===== src/hdl/ledfw_pkg.sv =====
package ledfw_pkg;

    localparam logic [2:0] ACT_TICK   = 3'd0;
    localparam logic [2:0] ACT_SYSTEM = 3'd1;
    localparam logic [2:0] ACT_TIME   = 3'd2;
    localparam logic [2:0] ACT_RAW    = 3'd3;
    localparam logic [2:0] ACT_CLEAR  = 3'd4;

    localparam logic [1:0] CFG_BRIGHTNESS = 2'd0;
    localparam logic [1:0] CFG_DISPLAY_ON = 2'd1;
    localparam logic [1:0] CFG_SLEEP_MODE = 2'd2;

    localparam logic [7:0] CMD_SYSTEM  = 8'h48;
    localparam logic [7:0] CMD_DIGIT0  = 8'h68;
    localparam logic [7:0] DOT_BIT     = 8'h80;
    localparam logic [7:0] KEYSCAN_OFF = 8'h80;

    localparam logic [4:0] HOUR_MAX   = 5'd23;
    localparam logic [5:0] MINUTE_MAX = 6'd59;

    localparam logic [5:0] TICK_START_HI = 6'd0;
    localparam logic [5:0] TICK_START_LO = 6'd1;
    localparam logic [5:0] TICK_STOP_LO  = 6'd38;
    localparam logic [5:0] TICK_STOP_RISE = 6'd39;
    localparam logic [5:0] TICK_LAST     = 6'd40;
    localparam logic [2:0] FRAMES_FULL   = 3'd4;

    typedef logic [15:0] frame_t;

    function automatic logic [7:0] seg_code(logic [3:0] d);
        logic [7:0] r;
        case (d)
            4'd0:    r = 8'h3F;
            4'd1:    r = 8'h06;
            4'd2:    r = 8'h5B;
            4'd3:    r = 8'h4F;
            4'd4:    r = 8'h66;
            4'd5:    r = 8'h6D;
            4'd6:    r = 8'h7D;
            4'd7:    r = 8'h07;
            4'd8:    r = 8'h7F;
            4'd9:    r = 8'h6F;
            default: r = 8'h00;
        endcase
        return r;
    endfunction

    // tens digit of a value below 64
    function automatic logic [3:0] tens_of(logic [5:0] v);
        logic [3:0] r;
        if (v >= 6'd60)      r = 4'd6;
        else if (v >= 6'd50) r = 4'd5;
        else if (v >= 6'd40) r = 4'd4;
        else if (v >= 6'd30) r = 4'd3;
        else if (v >= 6'd20) r = 4'd2;
        else if (v >= 6'd10) r = 4'd1;
        else                 r = 4'd0;
        return r;
    endfunction

    function automatic logic [3:0] units_of(logic [5:0] v);
        logic [6:0] prod;
        logic [5:0] diff;
        prod = {3'd0, tens_of(v)} * 7'd10;
        diff = v - prod[5:0];
        return diff[3:0];
    endfunction

    function automatic frame_t digit_frame(logic [1:0] idx, logic [7:0] seg);
        logic [7:0] cmd;
        cmd = CMD_DIGIT0 | {5'd0, idx, 1'b0};
        return {cmd, seg};
    endfunction

    // returns {scl, sda} for tick t of a frame
    function automatic logic [1:0] line_levels(frame_t frame, logic [5:0] t);
        logic [5:0] tm;
        logic [4:0] b;
        logic [4:0] idx_lo;
        logic       dbit;
        logic [1:0] r;
        tm = t - 6'd2;
        b = tm[5:1];
        idx_lo = 5'd16 - b;
        if (b < 5'd8)                    dbit = frame[4'd15 - b[3:0]];
        else if (b == 5'd8 || b >= 5'd17) dbit = 1'b1;
        else                             dbit = frame[idx_lo[3:0]];
        if (t == TICK_START_HI)       r = 2'b11;
        else if (t == TICK_START_LO)  r = 2'b10;
        else if (t == TICK_STOP_LO)   r = 2'b00;
        else if (t == TICK_STOP_RISE) r = 2'b10;
        else if (t >= TICK_LAST)      r = 2'b11;
        else                          r = {tm[0], dbit};
        return r;
    endfunction

endpackage


===== src/hdl/led_driver_two_wire_frame_writer_unit.sv =====
// Two-wire frame writer for a four-digit seven-segment LED driver.
// Input channel (in_valid/in_ready): one transfer per bus half-period tick,
// optionally carrying a command (system params, show time, raw digit, clear).
// Output channel (out_valid/out_ready): one transfer per input tick with the
// clock and data line levels for that tick, busy and rejected flags.
// Config channel (cfg_valid/cfg_ready): always ready; writes brightness,
// display_on or sleep_mode by index; other indexes are ignored.
// The result of a tick is registered and presented in the cycle after its transfer.
// Throughput: one tick per cycle while the receiver does not stall; the frame
// sequencer (tick, slot, pending counters) and the result register advance once per accepted tick.
// A command queues one or four frames of 41 ticks each; commands that
// arrive while frames are pending, or a time out of range, are rejected.
// Reset clears the counters, empties the result register and loads the
// config defaults (brightness 0, display on, sleep off).
// When the receiver stalls, the result is held and in_ready drops until the
// result register is taken.
module led_driver_two_wire_frame_writer_unit (
    input  logic       clk,
    input  logic       rst_n,
    input  logic       in_valid,
    output logic       in_ready,
    input  logic [2:0] action,
    input  logic [4:0] hour,
    input  logic [5:0] minute,
    input  logic [1:0] digit_index,
    input  logic [7:0] seg_pattern,
    output logic       out_valid,
    input  logic       out_ready,
    output logic       scl_line,
    output logic       sda_line,
    output logic       busy_res,
    output logic       rejected,
    input  logic       cfg_valid,
    output logic       cfg_ready,
    input  logic [1:0] cfg_index,
    input  logic [2:0] cfg_data
);

    logic [2:0] brightness_reg;
    logic       display_on_reg;
    logic       sleep_mode_reg;

    ledfw_pkg::frame_t store_reg [4];
    logic [2:0] pend_reg;
    logic [1:0] slot_reg;
    logic [5:0] tick_reg;

    logic [2:0] pend_next;
    logic [1:0] slot_next;
    logic [5:0] tick_next;

    logic out_valid_reg;
    logic scl_reg, sda_reg, busy_reg, rej_reg;
    logic scl_next, sda_next, busy_next, rej_next;

    logic in_fire;
    logic is_cmd;
    logic start;
    logic write_all;
    ledfw_pkg::frame_t new_frame [4];
    ledfw_pkg::frame_t cur_frame;
    logic [2:0] pend_c;
    logic [1:0] slot_c;
    logic [5:0] tick_c;
    logic [1:0] lv;
    logic       time_bad;

    assign in_ready  = !out_valid_reg || out_ready;
    assign in_fire   = in_valid && in_ready;
    assign cfg_ready = 1'b1;

    assign out_valid = out_valid_reg;
    assign scl_line  = scl_reg;
    assign sda_line  = sda_reg;
    assign busy_res  = busy_reg;
    assign rejected  = rej_reg;

    always_comb
    begin
        new_frame[0] = ledfw_pkg::digit_frame(2'd0, ledfw_pkg::seg_code(
            ledfw_pkg::tens_of({1'b0, hour})));
        new_frame[1] = ledfw_pkg::digit_frame(2'd1, ledfw_pkg::seg_code(
            ledfw_pkg::units_of({1'b0, hour})) | ledfw_pkg::DOT_BIT);
        new_frame[2] = ledfw_pkg::digit_frame(2'd2,
            ledfw_pkg::seg_code(ledfw_pkg::tens_of(minute)));
        new_frame[3] = ledfw_pkg::digit_frame(2'd3,
            ledfw_pkg::seg_code(ledfw_pkg::units_of(minute)));
        is_cmd    = (action == ledfw_pkg::ACT_SYSTEM) || (action == ledfw_pkg::ACT_TIME)
                 || (action == ledfw_pkg::ACT_RAW) || (action == ledfw_pkg::ACT_CLEAR);
        time_bad  = (hour > ledfw_pkg::HOUR_MAX) || (minute > ledfw_pkg::MINUTE_MAX);
        rej_next  = 1'b0;
        start     = 1'b0;
        write_all = 1'b0;
        pend_c    = pend_reg;
        case (action)
            ledfw_pkg::ACT_SYSTEM:
            begin
                new_frame[0] = {ledfw_pkg::CMD_SYSTEM, ledfw_pkg::KEYSCAN_OFF
                    | {1'b0, brightness_reg, 1'b0, sleep_mode_reg, 1'b0, display_on_reg}};
            end
            ledfw_pkg::ACT_RAW:
            begin
                new_frame[0] = ledfw_pkg::digit_frame(digit_index, seg_pattern);
            end
            ledfw_pkg::ACT_CLEAR:
            begin
                new_frame[0] = ledfw_pkg::digit_frame(2'd0, 8'h00);
                new_frame[1] = ledfw_pkg::digit_frame(2'd1, 8'h00);
                new_frame[2] = ledfw_pkg::digit_frame(2'd2, 8'h00);
                new_frame[3] = ledfw_pkg::digit_frame(2'd3, 8'h00);
            end
            default:
            begin
            end
        endcase
        if (is_cmd)
        begin
            if (pend_reg != 3'd0)
                rej_next = 1'b1;
            else if (action == ledfw_pkg::ACT_TIME && time_bad)
                rej_next = 1'b1;
            else
            begin
                start = 1'b1;
                write_all = (action == ledfw_pkg::ACT_TIME) || (action == ledfw_pkg::ACT_CLEAR);
                pend_c = write_all ? ledfw_pkg::FRAMES_FULL : 3'd1;
            end
        end
        slot_c    = start ? 2'd0 : slot_reg;
        tick_c    = start ? 6'd0 : tick_reg;
        cur_frame = start ? new_frame[0] : store_reg[slot_c];
        lv        = ledfw_pkg::line_levels(cur_frame, tick_c);

        scl_next  = 1'b1;
        sda_next  = 1'b1;
        pend_next = pend_c;
        slot_next = slot_c;
        tick_next = tick_c;
        if (pend_c != 3'd0)
        begin
            scl_next = lv[1];
            sda_next = lv[0];
            if (tick_c == ledfw_pkg::TICK_LAST)
            begin
                tick_next = 6'd0;
                slot_next = slot_c + 2'd1;
                pend_next = pend_c - 3'd1;
            end
            else
                tick_next = tick_c + 6'd1;
        end
        busy_next = (pend_next != 3'd0);
    end

    always_ff @(posedge clk or negedge rst_n)
    begin
        if (!rst_n)
        begin
            brightness_reg <= 3'd0;
            display_on_reg <= 1'b1;
            sleep_mode_reg <= 1'b0;
        end
        else if (cfg_valid && cfg_ready)
        begin
            case (cfg_index)
                ledfw_pkg::CFG_BRIGHTNESS: brightness_reg <= cfg_data;
                ledfw_pkg::CFG_DISPLAY_ON: display_on_reg <= cfg_data[0];
                ledfw_pkg::CFG_SLEEP_MODE: sleep_mode_reg <= cfg_data[0];
                default:
                begin
                end
            endcase
        end
    end

    always_ff @(posedge clk or negedge rst_n)
    begin
        if (!rst_n)
        begin
            pend_reg      <= 3'd0;
            slot_reg      <= 2'd0;
            tick_reg      <= 6'd0;
            out_valid_reg <= 1'b0;
        end
        else
        begin
            if (in_fire)
            begin
                pend_reg <= pend_next;
                slot_reg <= slot_next;
                tick_reg <= tick_next;
                out_valid_reg <= 1'b1;
            end
            else if (out_ready)
                out_valid_reg <= 1'b0;
        end
    end

    always_ff @(posedge clk)
    begin
        if (in_fire)
        begin
            scl_reg  <= scl_next;
            sda_reg  <= sda_next;
            busy_reg <= busy_next;
            rej_reg  <= rej_next;
            if (start)
            begin
                store_reg[0] <= new_frame[0];
                if (write_all)
                begin
                    store_reg[1] <= new_frame[1];
                    store_reg[2] <= new_frame[2];
                    store_reg[3] <= new_frame[3];
                end
            end
        end
    end

`ifndef ASSERT_OFF
    a_pend_range: assert property (@(posedge clk) disable iff (!rst_n)
        pend_reg <= ledfw_pkg::FRAMES_FULL)
        else $error("frame count out of range");

    a_tick_idle: assert property (@(posedge clk) disable iff (!rst_n)
        (tick_reg != 6'd0) |-> (pend_reg != 3'd0))
        else $error("tick counter running with no frame pending");

    a_idle_lines: assert property (@(posedge clk) disable iff (!rst_n)
        (out_valid && !busy_res) |-> (scl_line && sda_line))
        else $error("lines not high when idle");

    a_busy_reject: assert property (@(posedge clk) disable iff (!rst_n)
        (in_fire && pend_reg != 3'd0 && is_cmd) |=> rejected)
        else $error("command accepted while busy");
`endif

endmodule

===== config.mk =====
export PLATFORM = sky130hd
export DESIGN_NAME = led_driver_two_wire_frame_writer_unit
export DESIGN_NICKNAME = d
export VERILOG_FILES = /design/src/hdl/ledfw_pkg.sv /design/src/hdl/led_driver_two_wire_frame_writer_unit.sv
export SDC_FILE = /design/constraint.sdc
export NUM_CORES = 1
export LEC_CHECK = 0
export BUFFER_PORTS_ARGS = -buffer_cell sky130_fd_sc_hd__buf_2
export CAP_MARGIN = 15
export CORE_ASPECT_RATIO = 0.75
export CORE_MARGIN = 3
export CORE_UTILIZATION = 55
export DETAILED_ROUTE_END_ITERATION = 7
export GPL_TIMING_DRIVEN = 0
export PLACE_DENSITY = 0.76
export SLEW_MARGIN = 10
export SYNTH_ARGS = -nofsm -noshare
export SYNTH_HDL_FRONTEND = slang
export SYNTH_SLANG_ARGS = --single-unit

===== constraint.sdc =====
create_clock -name clk -period 6.95 [get_ports clk]
set_input_delay 0 -clock clk [delete_from_list [all_inputs] [get_ports clk]]
set_output_delay 0 -clock clk [all_outputs]
set_load 0.01 [all_outputs]

==> Yosys cells after proc, flatten, opt, wreduce, memory -nomap -nowiden <==
Memories as Yosys holds them, arrays and structs flattened.
Cells that the tools add are included.
Widths: inputs -> output; s select.
{ "totals": {"mem_bits_rw": 64, "word_cells": 132, "mem_count": 5, "rom_bits": 448, "reg_bits": 21, "out_inout_bits": 7, "input_bits": 34} }
{ "memory_table": {"columns": ["name", "words", "width", "read_ports", "rd_ports_with_merged_regs", "write_ports", "line", "text"], "rows": [
  ["(no name shown)", 16, 7, 1, 0, 0, "ledfw_pkg.sv:32", "case (d)"],
  ["(no name shown)", 16, 7, 1, 0, 0, "ledfw_pkg.sv:32", null],
  ["(no name shown)", 16, 7, 1, 0, 0, "ledfw_pkg.sv:32", null],
  ["(no name shown)", 16, 7, 1, 0, 0, "ledfw_pkg.sv:32", null],
  ["store_reg", 4, 16, 1, 0, 4, "led_driver_two_wire_frame_writer_unit.sv:43", "ledfw_pkg::frame_t store_reg [4];"]
]} }
{ "op_classes": {"reduce_logical": 21, "n_eq_ne": 11, "muxes": 54, "bitwise_logic": 1, "n_lt_le_gt_ge": 19, "mul": 2, "n_addsub": 8} }
{ "ops": {"columns": ["cell", "n"], "rows": [
  ["$pmux 14 s3", 1],
  ["$mux 40", 1],
  ["$mux 4", 8],
  ["$ge 6x6->1 const B", 4],
  ["$mux 1", 24],
  ["$eq 6x6->1 const B", 3],
  ["$ge 5x6->1 const B", 3],
  ["$mux 3", 6],
  ["$mux 6", 3],
  ["$mux 16", 1],
  ["$mux 2", 8],
  ["$ge 5x5->1 const B", 3],
  ["$ge 6x5->1 const B", 2],
  ["$lt 4x5->1 const B", 2],
  ["$reduce_bool 3->1", 3],
  ["$bmux 1 s4", 2],
  ["$mul 4x3->3 const B", 2],
  ["$sub 4x4->4", 2],
  ["$logic_or 1x1->1", 7],
  ["$add 6x1->6 const B", 1],
  ["$eq 3x2->1 const B", 2],
  ["$eq 6x1->1 const B", 1],
  ["$ge 6x4->1 const B", 1],
  ["$gt 6x6->1 const B", 1],
  ["22 further kinds", 25]
]} }

==> Depth between registers and ports, before layout <==
An unclocked memory read counts as a cell.
{ "depth": {"word_depth": 18, "depth_mapped": 15, "ltp_nobuf": 13} }

==> Worst setup path before layout <==
OpenSTA, ideal clock, no wires.
{ "synth_timing": {"kind": "reg2reg", "from": "register pend_reg[0]", "to": "register sda_reg, in the netlist sda_line, data pin", "path_slack_ns": 3.749, "stages_incl_launch_ff": 13, "arrival_time_ns": 2.924, "n_path_buf": 1, "path_cell_list": "dfrtp_1 > or3_1 > a21o_4 > o21ai_0 > ha_1 > clkbuf_1 > xnor2_1 > nand3_1 > nor4_1 > a21oi_1 > a211o_1 > o211ai_1 > o2111ai_1"} }
{ "synth_via": {"elab_chain_cells": 14, "word_cells_on_any_way": 35} }
{ "synth_lines": {"columns": ["item", "line", "text"], "rows": [
  ["start: declaration", "led_driver_two_wire_frame_writer_unit.sv:44", "logic [2:0] pend_reg;"],
  ["start signal: assignment", "led_driver_two_wire_frame_writer_unit.sv:189", "pend_reg <= pend_next;"],
  ["$reduce_bool 3->1", "led_driver_two_wire_frame_writer_unit.sv:118", "if (pend_reg != 3'd0)"],
  ["$mux 1", "led_driver_two_wire_frame_writer_unit.sv:118", null],
  ["$mux 1", "led_driver_two_wire_frame_writer_unit.sv:116", "if (is_cmd)"],
  ["$mux 6 / $mux 2 (equally long branches)", "led_driver_two_wire_frame_writer_unit.sv:130, led_driver_two_wire_frame_writer_unit.sv:129", null],
  ["$sub 6x2->6 / $mem_v2 4x16 (equally long branches)", null, null],
  ["$sub 1x4->4 / $mux 16 (equally long branches)", "ledfw_pkg.sv:84, led_driver_two_wire_frame_writer_unit.sv:131", null],
  ["$bmux 1 s4", "ledfw_pkg.sv:87", "else dbit = frame[idx_lo[3:0]];"],
  ["$mux 1 (implied by the code)", "ledfw_pkg.sv:87", null],
  ["$mux 1", "ledfw_pkg.sv:86", "else if (b == 5'd8 || b >= 5'd17) dbit = 1'b1;"],
  ["$mux 1", "ledfw_pkg.sv:85", "if (b < 5'd8) dbit = frame[4'd15 - b[3:0]];"],
  ["$mux 2", "ledfw_pkg.sv:92", "else if (t >= TICK_LAST) r = 2'b11;"],
  ["$mux 2", "ledfw_pkg.sv:91", "else if (t == TICK_STOP_RISE) r = 2'b10;"],
  ["$mux 2", "ledfw_pkg.sv:90", "else if (t == TICK_STOP_LO) r = 2'b00;"],
  ["$mux 1", "ledfw_pkg.sv:89", "else if (t == TICK_START_LO) r = 2'b10;"],
  ["end signal: assignment", "led_driver_two_wire_frame_writer_unit.sv:204", "sda_reg <= sda_next;"],
  ["end: declaration", "led_driver_two_wire_frame_writer_unit.sv:53", "logic scl_reg, sda_reg, busy_reg, rej_reg;"]
]} }
Several ways; a longest one is shown, not always the timed one. The select of a mux whose other input is x is not followed.
A chain may end at the register's enable or synchronous reset.

==> Worst setup path in the final report <==
{ "layout_timing": {"from": "register pend_reg[0]", "to": "register slot_reg[1]"} }
{ "layout_via": {"elab_chain_cells": 7, "word_cells_on_any_way": 13} }
{ "layout_lines": {"columns": ["item", "line", "text"], "rows": [
  ["$reduce_bool 3->1", "led_driver_two_wire_frame_writer_unit.sv:118", null],
  ["$mux 1", "led_driver_two_wire_frame_writer_unit.sv:118", null],
  ["$mux 1", "led_driver_two_wire_frame_writer_unit.sv:116", null],
  ["$mux 2 / $mux 6 (equally long branches)", "led_driver_two_wire_frame_writer_unit.sv:129, led_driver_two_wire_frame_writer_unit.sv:130", null],
  ["$add 2x1->2 / $eq 6x6->1 (equally long branches)", "led_driver_two_wire_frame_writer_unit.sv:146, led_driver_two_wire_frame_writer_unit.sv:143", null],
  ["$mux 2", "led_driver_two_wire_frame_writer_unit.sv:143", "if (tick_c == ledfw_pkg::TICK_LAST)"],
  ["$mux 2 (*)", "led_driver_two_wire_frame_writer_unit.sv:139", "if (pend_c != 3'd0)"],
  ["end signal: assignment", "led_driver_two_wire_frame_writer_unit.sv:190", "slot_reg <= slot_next;"],
  ["end: declaration", "led_driver_two_wire_frame_writer_unit.sv:45", "logic [1:0] slot_reg;"]
]} }
Mark *: on every way between the ends. The rest lies on a longest branch, timed or not.

==> out/metrics.csv <==
metric,value,unit
via count,3618,
Total Wirelength,10000,um
"most common cell after layout, fill and taps aside",a21oi_1,
worst path arrival time,4.09,ns
synthesized area,0.00411,mm^2
asr flop ratio synth,31.5,%
DRT Pass-1 Iters,5,
Clock Skews,0.0109,ns
hpwl dp,7360,um
per-cell routed wire length,16.6,um
vias in the first global route,3287,
Max Root-Sink Buffers,2,
GR Overflow Total,0,
Die ar.,0.00856,mm^2
Worst Path Buf+Inv,2,
Synth Instances,451,
worst slew pin tran,0.988,ns
dpl ws,3.19,ns
Pwr Density,268,mW/mm^2
Total Power Consumption,0.00124,W
leakage,1.85,nW
Mean Syn Cell Area,9.12,um^2
MaxCap Viol Count,0,
# resized after CTS,0,
Tcrit/Tclk final,56.1,%
ys flop type,edfxtp_1,
"EDFF count, synth",37,
I/O Buffers,36,
largest net degree at the start of global routing,23,
"critical path fanouts, max",10,
crit-path cells,or3_1 -> a21o_4 -> nor2_2 -> a21oi_1 -> ha_1 -> clkbuf_1 -> or4_1 -> nor3_1 -> buf_2 -> a21oi_1 -> o21ai_0 -> o21ai_0,
endpoints failing setup,0,
Vias/cell,6.02,
Core Rows,26,
H-tree lvl count,2,
die height,80.9,um
Util after Layout,65.6,%
Slew HR,33.9,%
Crit-path slowest cell,or4_1,
RD Place Congestion,0.935,
"Seq/Total Area, Yosys",37.4,%
crit end category,flop,
Worst EP required,7.14,ns
initial antenna violation count,0,
FMAX,0.256,GHz
"delay-heaviest family, CP",simple AND/OR/NAND/NOR gates,
worst setup margin,3.05,ns
Std-Cell Core Area,0.00703,mm^2
worst hold path class,in2reg,
first-pass GRT wire length,16400,um
"CTS clk-pin slew, worst paths",0.10,ns
I/O Pins,41,
DR iter-0 viols,426,
starting density of the core,58.5,%
Syn-to-layout area delta,12.1,%
RSZ-0062 raised after global routing,false,
CP Class,reg2reg,
crit path launch type,flop,
post-synthesis net count,516,
Netlist cell types,66,
Clock Latency Late Sink,0.31,ns
# clock sinks,54,
total CTS buffers,5,
most frequent cells in the layout,"a21oi_1 (45), nand2_1 (43), nor2_1 (40)",
Die Wd,106,um
Max Slew Vio Count,0,
Final nets,567,
number of routed nets with antenna violations,0,
layout cells sized above 1,14.5,%
"Hold Vio Cnt, Final",0,
Yosys warning total,0,
DRC viols,0,
clk root buf,clkbuf_8,
All-Layer GR Usage,24.2,%
largest stage delay on the critical path,0.55,ns
Max IR drop VDD,139,uV
Final TNS setup,0,ns
crit path time final,3.90,ns
max reg flops,33,
antenna cells,0,
status,"complete, no violations",
TritonCTS clock tree,built,
"flops & latches, synth",54,
## cells in the mapped netlist, types with 4 or more instances
master,n,area share [%]
a21o_1,5,0.91
a21oi_1,45,5.5
a221oi_1,4,0.85
a22oi_1,4,0.73
a31oi_1,8,1.2
and3_1,4,0.61
buf_4,4,0.73
clkbuf_1,20,1.8
dfrtp_1,16,9.7
edfxtp_1,37,27
ha_1,29,8.8
inv_1,26,2.4
mux2_2,9,2.5
mux2i_1,5,1.2
mux4_2,5,2.7
nand2_1,43,3.9
nand2b_1,10,1.5
nand3_1,7,0.85
nor2_1,40,3.7
nor2b_1,8,1.2
nor3_1,9,1.1
o211ai_1,6,1.1
o21ai_0,37,4.5
o22ai_1,7,1.1
xnor2_1,7,1.5
## through the flow
step,area [um^2],std cells,hold slack (ns)
2_1_floorplan,4110,451,-0.296
3_3_place_gp,4410,585,-0.0593
3_5_place_dp,4410,585,-0.0550
4_1_cts,4610,601,0.0371
5_1_grt,4610,601,0.0407
6_report,4610,601,0.0387
## cell type report
type	instances	area, um^2
plain buffers	26	114
fillers	613	2420
clock inverters	1	8.76
inverters	28	105
clock buffers	7	108
multi-input cells	343	2350
well taps	98	123
repair buffers	44	260
flip-flops and latches	54	1540
## worst reg2reg max path, cell delays in order (launching register included)
cell and delay, ns:
dfrtp_1 0.43, or3_1 0.44, a21o_4 0.25, nor2_2 0.46
a21oi_1 0.21, ha_1 0.23, clkbuf_1 0.21, or4_1 0.55
nor3_1 0.36, buf_2 0.30, a21oi_1 0.09, o21ai_0 0.15
o21ai_0 0.09
## per-layer routing
metal | part of all wire, % | GRT usage [%] | vias to the layer above
li1 | - | - | 1749
met1 | 47 | 36.5 | 1702
met2 | 44 | 35.8 | 160
met3 | 9.2 | 5.24 | 7
met4 | 0.71 | 5.56 | 0
met5 | 0 | 0 | -
## power breakdown
group | internal, W | switching, W | leakage, nW
clock | 0.000104 | 0.000107 | 0.0600
combinational | 0.000239 | 0.000362 | 1.25
sequential | 0.000394 | 0.0000316 | 0.541
## worst paths after layout
check / startpoint / to / slack [ns] / cells after the start
max in group asynchronous: rst_n / display_on_reg / 6.50 / 2
worst max register to register: pend_reg[0] / slot_reg[1] / 3.05 / 12
min in group asynchronous: rst_n / tick_reg[3] / 0.12 / 2
worst max-delay path: pend_reg[0] / slot_reg[1] / 3.05 / 12
worst min-delay path: cfg_index[1] / sleep_mode_reg / 0.04 / 3
worst min register to register: sleep_mode_reg / sleep_mode_reg / 0.52 / 1
## cells by family (layout without fill, tap and decap cells)
logic type               Yosys count  count (layout)  share of synthesized area (%)
AND/OR/NAND/NOR                  141             141                           16.6
flip-flops                        54              54                           37.4
multiplexers                      19              19                           6.42
XOR/XNOR                           9               9                           2.25
adder cells (fa/ha/maj)           34              34                           10.5
buffers and inverters             54             106                           5.33
AO/OA/AOI/OAI                    139             139                           21.3
other                              1               1                         0.0912
## timing repair
item	4_1_cts	5_1_grt
setup buffers	0	0
hold endpoints to repair	25	0
endpoints found under the setup margin	0	0
hold buffers	8	0
(Power assumes the default switching activity.)
